**src/hw/rtl/arh_div.sv**
```systemverilog
// restoring divider, one quotient bit per cycle
module arh_div (
  input  logic        clk,
  input  logic        rst_n,
  input  logic        go,
  input  logic [23:0] num,
  input  logic [16:0] den,
  output logic        done,
  output logic [23:0] quo
);
  logic [4:0]  step_r;
  logic        run_r;
  logic [23:0] q_r;
  logic [17:0] rem_r;
  logic [16:0] den_r;
  logic [17:0] sh;
  logic        run_done;

  assign sh = {rem_r[16:0], q_r[23]};
  assign run_done = run_r && (step_r == 5'd23);

  always_ff @(posedge clk) begin
    if (!rst_n) begin
      run_r  <= 1'b0;
      step_r <= '0;
      done   <= 1'b0;
    end else begin
      done <= run_done;
      if (go) begin
        run_r  <= 1'b1;
        step_r <= '0;
      end else if (run_done) begin
        run_r <= 1'b0;
      end else if (run_r) begin
        step_r <= step_r + 5'd1;
      end
    end
  end

  always_ff @(posedge clk) begin
    if (go) begin
      q_r   <= num;
      rem_r <= '0;
      den_r <= den;
    end else if (run_r) begin
      if (sh >= {1'b0, den_r}) begin
        rem_r <= sh - {1'b0, den_r};
        q_r   <= {q_r[22:0], 1'b1};
      end else begin
        rem_r <= sh;
        q_r   <= {q_r[22:0], 1'b0};
      end
    end
  end

  assign quo = q_r;
endmodule

```
**config.mk**
```make
export PLATFORM = sky130hd
export DESIGN_NAME = arh_div
export DESIGN_NICKNAME = d
export VERILOG_FILES = /design/src/hw/rtl/arh_div.sv
export SDC_FILE = /design/constraint.sdc
export NUM_CORES = 1
export LEC_CHECK = 0
export ABC_AREA = 1
export BUFFER_PORTS_ARGS = -buffer_cell sky130_fd_sc_hd__clkbuf_2
export CAP_MARGIN = 10
export CELL_PAD_IN_SITES_DETAIL_PLACEMENT = 1
export CELL_PAD_IN_SITES_GLOBAL_PLACEMENT = 2
export CORE_UTILIZATION = 32
export DETAILED_ROUTE_END_ITERATION = 8
export GPL_ROUTABILITY_DRIVEN = 0
export PLACE_DENSITY_LB_ADDON = 0.25
export SYNTH_ARGS = -nofsm -noshare
export SYNTH_HDL_FRONTEND = slang
export SYNTH_SLANG_ARGS = --single-unit
```
**constraint.sdc**
```tcl
create_clock -name clk -period 2.2 [get_ports clk]
set_input_delay 0.33 -clock clk [delete_from_list [all_inputs] [get_ports clk]]
set_output_delay 0.33 -clock clk [all_outputs]
set_load 0.1 [all_outputs]
```
======== Word level (Yosys, flattened, before mapping) ========
Index checks and enable logic that the tools add are counted.
operators by class
  multiplexer cells ....................... 6
  reductions and logical operators ........ 5
  equal/unequal tests ..................... 1
  add/sub/neg operators ................... 2
  bitwise logic cells ..................... 2
  magnitude comparators ................... 1
operators by type and width
  kind                                                           number
  24-bit two-way mux                                             2
  18-bit by 17-bit >= comparator with 1-bit output               1
  17-bit two-way mux                                             1
  17-bit subtractor                                              1
  5-bit by 1-bit adder with 5-bit output, second input constant  1
  5-bit equality test, second input constant                     1
  2-bit nonzero test                                             2
  1-bit two-way mux                                              3
  1-bit NOT                                                      2
  2-bit AND reduction                                            1
  2-bit OR reduction                                             1
  1-bit logical AND                                              1
storage, ports and cells
  input bits .............................. 44
  output and inout bits ................... 25
  word-level logic and storage cells ...... 23
  flip-flop bits (word level) ............. 65

======== Longest topological paths before layout ========
  word-level depth ........................ 4
  gate-level depth with buffers ........... 15
  gate-level depth less buffers ........... 14

======== Worst setup path before layout ========
No wires, ideal clock.
  path type ............................... register to register
  from .................................... register q_r[23] (netlist: quo[23])
  to ...................................... register rem_r[8]
  cell stages (with the launch flop) ...... 13
  period minus slack after synthesis ...... 2459 ps
  path buffers ............................ 2
  slack ................................... -259 ps
  library setup time ...................... 142 ps
  data required time ...................... 2058 ps
  arrival ................................. 2317 ps
  cell sequence ........................... edfxtp_1 > inv_1 > ha_1 > inv_1 > fa_1 > nand3_1 > nand3_2 > nand2_2 > buf_6 > buf_6 > nand3_1 > nand3_1 > o21ai_2
on the way
  cells in the longest elaborated chain, start to end .. 2
  elaborated cells on any way between the ends .. 3
  classes of those cells .................. add/sub: 1; order compare: 1; mux: 1
ends and longest elaborated chain
  what                                                                                   RTL line  text
  start, declared                                                                        13        logic [23:0] q_r;
  start signal, assigned                                                                 42        q_r <= num;
  start signal, assigned                                                                 48        q_r <= {q_r[22:0], 1'b1};
  start signal, assigned                                                                 51        q_r <= {q_r[22:0], 1'b0};
  17-bit subtractor or 18-bit by 17-bit >= comparator with 1-bit output (tied branches)  47, 46
  17-bit two-way mux *                                                                   46        if (sh >= {1'b0, den_r}) begin
  end signal, assigned                                                                   47        rem_r <= sh - {1'b0, den_r};
  end signal, assigned                                                                   50        rem_r <= sh;
  end, declared                                                                          14        logic [17:0] rem_r;
Mark *: on every way between the ends. The rest lies on a longest branch, timed or not.
A chain may end at the register's enable or synchronous reset.

======== Final worst setup path ========
  from .................................... register den_r[9]
  to ...................................... register q_r[0] (netlist: quo[0]) (data pin)
on the way
  cells in the longest elaborated chain, start to end .. 4
ends and longest elaborated chain
  what                                              RTL line  text
  start, declared                                   15        logic [16:0] den_r;
  start signal, assigned                            44        den_r <= den;
  18-bit by 17-bit >= comparator with 1-bit output  46
  1-bit two-way mux                                 46
  24-bit two-way mux                                45        end else if (run_r) begin
  24-bit two-way mux                                41        if (go) begin
No other way between the ends. The select of a mux whose other input is x is not followed.

==> run summary <==
The clock latency of the later-clocked register in the worst-skew pair was 0.34 ns; the total via count after detailed routing was 3420. The analysis attributes to net switching a power of 1.16 mW. For this design the ratio of total power to cell area is 782 nW/um2. The initial antenna violation count was 0.

The critical path is of the flop to flop type. Post-synthesis sequential element count: 65. The worst setup path is captured at a flop. For this run, design rule violations remaining after detail routing come to 0.

Dividing the detail-routed wire length by the instance count gives 14.3 um. The flow ran to the end, and the final reports show no timing, DRC or antenna violations. The total congestion overflow after global routing is 0, and the final design instance area without fill is 4740 um2. The post-route netlist has 20.9% of its cells at a drive strength greater than 1.

The instance count along the most critical hold path came out at 1. The synthesized design spends more area on one cell type than any other, namely edfxtp_1. In this run the tightest slew margin relative to its limit is 63.2%. The measured slew at the worst slew-check pin was 0.555 ns. The kind of start point of the critical path is a flop. The placed instances occupy a cell area of 4380 um2. For this run, the post-layout net count is 647. By area the synthesized netlist is led by edfxtp_1, nand2_1, dfxtp_1, inv_1, nand3_1. The logs give 3645 for the via count of the first global-routing pass and 2.55 mW for the internal power contribution. The clock arrives with 0.00577 ns of skew.

Setup violations remaining at the end of the flow were counted as 0. The path class of the tightest hold or removal check is input port to flop. The tools report the total count of hold-check failures in the final report as 0. The first global-routing pass estimated 18000 um of wire.

The region available for standard cell placement spans 11500 um2. Of the total power, registers draw 38.5%. From synthesis to final layout, the design area changed by 25.7%. The dominant delay contributor by cell family on the critical path was simple AND/OR/NAND/NOR gates.

Endpoint arrival time on the critical path: 2.10 ns. The number of CTS-inserted buffers was 9. The number of buffers between clock root and the deepest sink came out at 2. The logs give 3.71 mW for the power consumption and 8150 um for the sum of net half-perimeters after detailed placement. On the critical path, the stage with the largest delay is an instance of edfxtp_1. The die covers 12200 um2. Number of stages on the worst setup path: 11. The area share of the largest cell type after synthesis is 32.6%, and the sequential fraction of the synthesis area is 45.4%. 0 antenna diodes ended up in the layout. Global routing used 18.8% of the available tracks across all layers. IR analysis of the VDD net gives a maximum drop of 572 uV.

The clock sink count is 65, and the time the final worst path needs with I/O delays and setup is 2.01 ns. Once detail routing completed, the nets flagged for antenna violations numbered 0. The maximum number of pins on one net before global-route repair is 28. In this run the cell area of the synthesized design comes to 3770 um2. For this run, the top clock speed supported by timing is 0.497 GHz. The distinct cell type count of the synthesized netlist is 29, and the total of max-cap violations is 0. The count of pins on the block boundary is 69. In this run the worst path has a maximum fanout of 9.

The effective utilization at floorplan was 32.9%; the number of standard-cell rows in the floorplan was 39. From bottom edge to top edge, the die measures 111 um. In this run the horizontal extent of the chip is 111 um. The most used cell along the critical path was nand2_1.

The run gives 10500 um as the aggregate routed wire length. Yosys printed 0 warnings. Port buffering added 68 buffers. The number of nets handed over by synthesis was 562. The buffer and inverter count on the worst path is 3, and the synthesized instance count is 499.

The part of the power in combinational logic is 19.6%. The tools report the cell chosen for the clock root as clkbuf_16. Of the total power, the share spent switching nets is 31.2%.

The portion of total power attributed to the clock network was 42.0%; the average vias per placed instance was 4.67. Static leakage: 2.46 nW. The data required time at the worst endpoint came out at 2.29 ns. Clock-pin slew was measured on the worst setup and hold paths at 0.06 ns. TritonCTS built the clock tree.

The detailed router finished its first iteration with 95 violations. After layout, the worst path uses 91.4% of the clock period. The H-tree depth was 3; the delay contributed by the slowest stage of the critical path was 0.36 ns. The signal on the critical path passes through inv_1, ha_1, nand2_1, inv_1, nand2_1, nor2_2, nand2_1, nand2_1, nor2_2, buf_4, a31oi_1. Counting cells, the worst reg-to-reg path comes to 11. The synthesized area per cell is 7.56 um2, and the number of pins exceeding their max-slew limit in the final report is 0.

For the detailed-routing iteration count for the pre-antenna-repair pass, the log shows 5.
cell usage in the layout (no fill, tap or decap), types with 2 or more instances in the layout:
master,synthesis,final
nand4_1,2,2
clkbuf_16,0,9
o21ai_0,13,8
bufinv_16,0,2
edfxtp_1,41,41
clkbuf_2,0,68
xnor2_1,5,5
buf_4,2,16
inv_1,76,74
dfxtp_1,24,24
clkinv_4,0,2
inv_2,0,2
a21oi_1,15,15
nand3_2,1,5
clkinvlp_4,0,2
and2_1,2,2
nand3_1,50,46
nand2_1,187,184
nor2_1,25,25
ha_1,18,17
nor2_2,4,4
nand3b_1,6,6
o21ai_1,0,5
nor3_1,5,5
nand2_2,4,5
xor2_1,2,2
metal layers:
metal	vias to the layer above	track usage [%]	part of all wire, %
met5	-	0	0
li1	1751	-	-
met4	0	6.31	1.9
met3	11	6.53	5.1
met1	1596	23.3	48
met2	62	30.5	45
worst reg2reg max path, cell delays in order, from the launching register on:
cell,delay (ns)
edfxtp_1,0.36
inv_1,0.07
ha_1,0.26
nand2_1,0.14
inv_1,0.07
nand2_1,0.09
nor2_2,0.05
nand2_1,0.05
nand2_1,0.05
nor2_2,0.26
buf_4,0.25
a31oi_1,0.10
flip-flops by register name, indices dropped and copies added (netlist names):
register  count
den_r        17
step_r        5
rem_r        17
done          1
quo          24
run_r         1
cell usage after synthesis, drive strengths merged:
cell type  instances
nand2            191
inv               76
nand3             51
edfxtp            41
nor2              29
dfxtp             24
ha                18
a21oi             15
o21ai             14
buf                6
clkbuf             6
nand3b             6
nor3               5
xnor2              5
and2               2
nand4              2
xor2               2
a31oi              1
clkinv             1
fa                 1
o21a               1
o21bai             1
or2                1
cell families (layout without fill, tap and decap cells):
group | Yosys count | after routing | share of synthesized area (%)
AND/OR/NAND/NOR | 287 | 287 | 32.0
buffers and inverters | 89 | 179 | 9.95
flip-flops | 65 | 65 | 45.4
AO/OA/AOI/OAI | 32 | 32 | 4.51
adder cells (fa/ha/maj) | 19 | 19 | 6.50
XOR/XNOR | 7 | 7 | 1.63
power groups by stage:
stage / registers [mW] / clock network [mW] / logic, mW
floorplan: 1.78 / 0 / 0.217
global placement: 1.45 / 0 / 0.723
detailed placement: 1.45 / 0 / 0.730
CTS: 1.43 / 1.60 / 0.730
global route: 1.44 / 1.65 / 0.783
finish: 1.43 / 1.56 / 0.726
what timing repair did:
action | 4_1_cts | 5_1_grt
resized for setup | 0 | 7
setup buffers | 0 | 1
endpoints found under the setup margin | 0 | 17
hold buffers | 0 | 0
final cells by class:
class | instances | area, um2
fill | 1428 | 6730
multi-input combinational | 345 | 1750
sequential | 65 | 1710
timing repair buffer | 86 | 495
inverter | 77 | 289
clock buffer | 10 | 229
tap | 143 | 179
clock inverter | 6 | 92.6
final timing paths:
kind / endpoint / slack [ns] / start
hold / removal: den_r[15]$_DFFE_PP_ / 0.16 / den[15]
setup / recovery: quo[0]$_DFFE_PP_ / 0.19 / den_r[9]$_DFFE_PP_
setup reg to reg: quo[0]$_DFFE_PP_ / 0.19 / den_r[9]$_DFFE_PP_
hold reg to reg: step_r[4]$_SDFFE_PP0P_ / 0.47 / step_r[4]$_SDFFE_PP0P_
through the flow:
step	hold WS, ns	std cells	setup slack (ns)	util, %	setup TNS (ns)
after global routing	0.146	732	-0.00890	41.4	-0.0128
after detailed placement	0.458	715	0.0648	38.2	0
after floorplan	0.429	499	-0.160	-	-1.66
final	0.160	732	0.189	41.4	0
after global placement	0.449	715	0.0531	38.2	0
after CTS	0.150	731	0.0431	41.0	0
(Power assumes the default switching activity.)
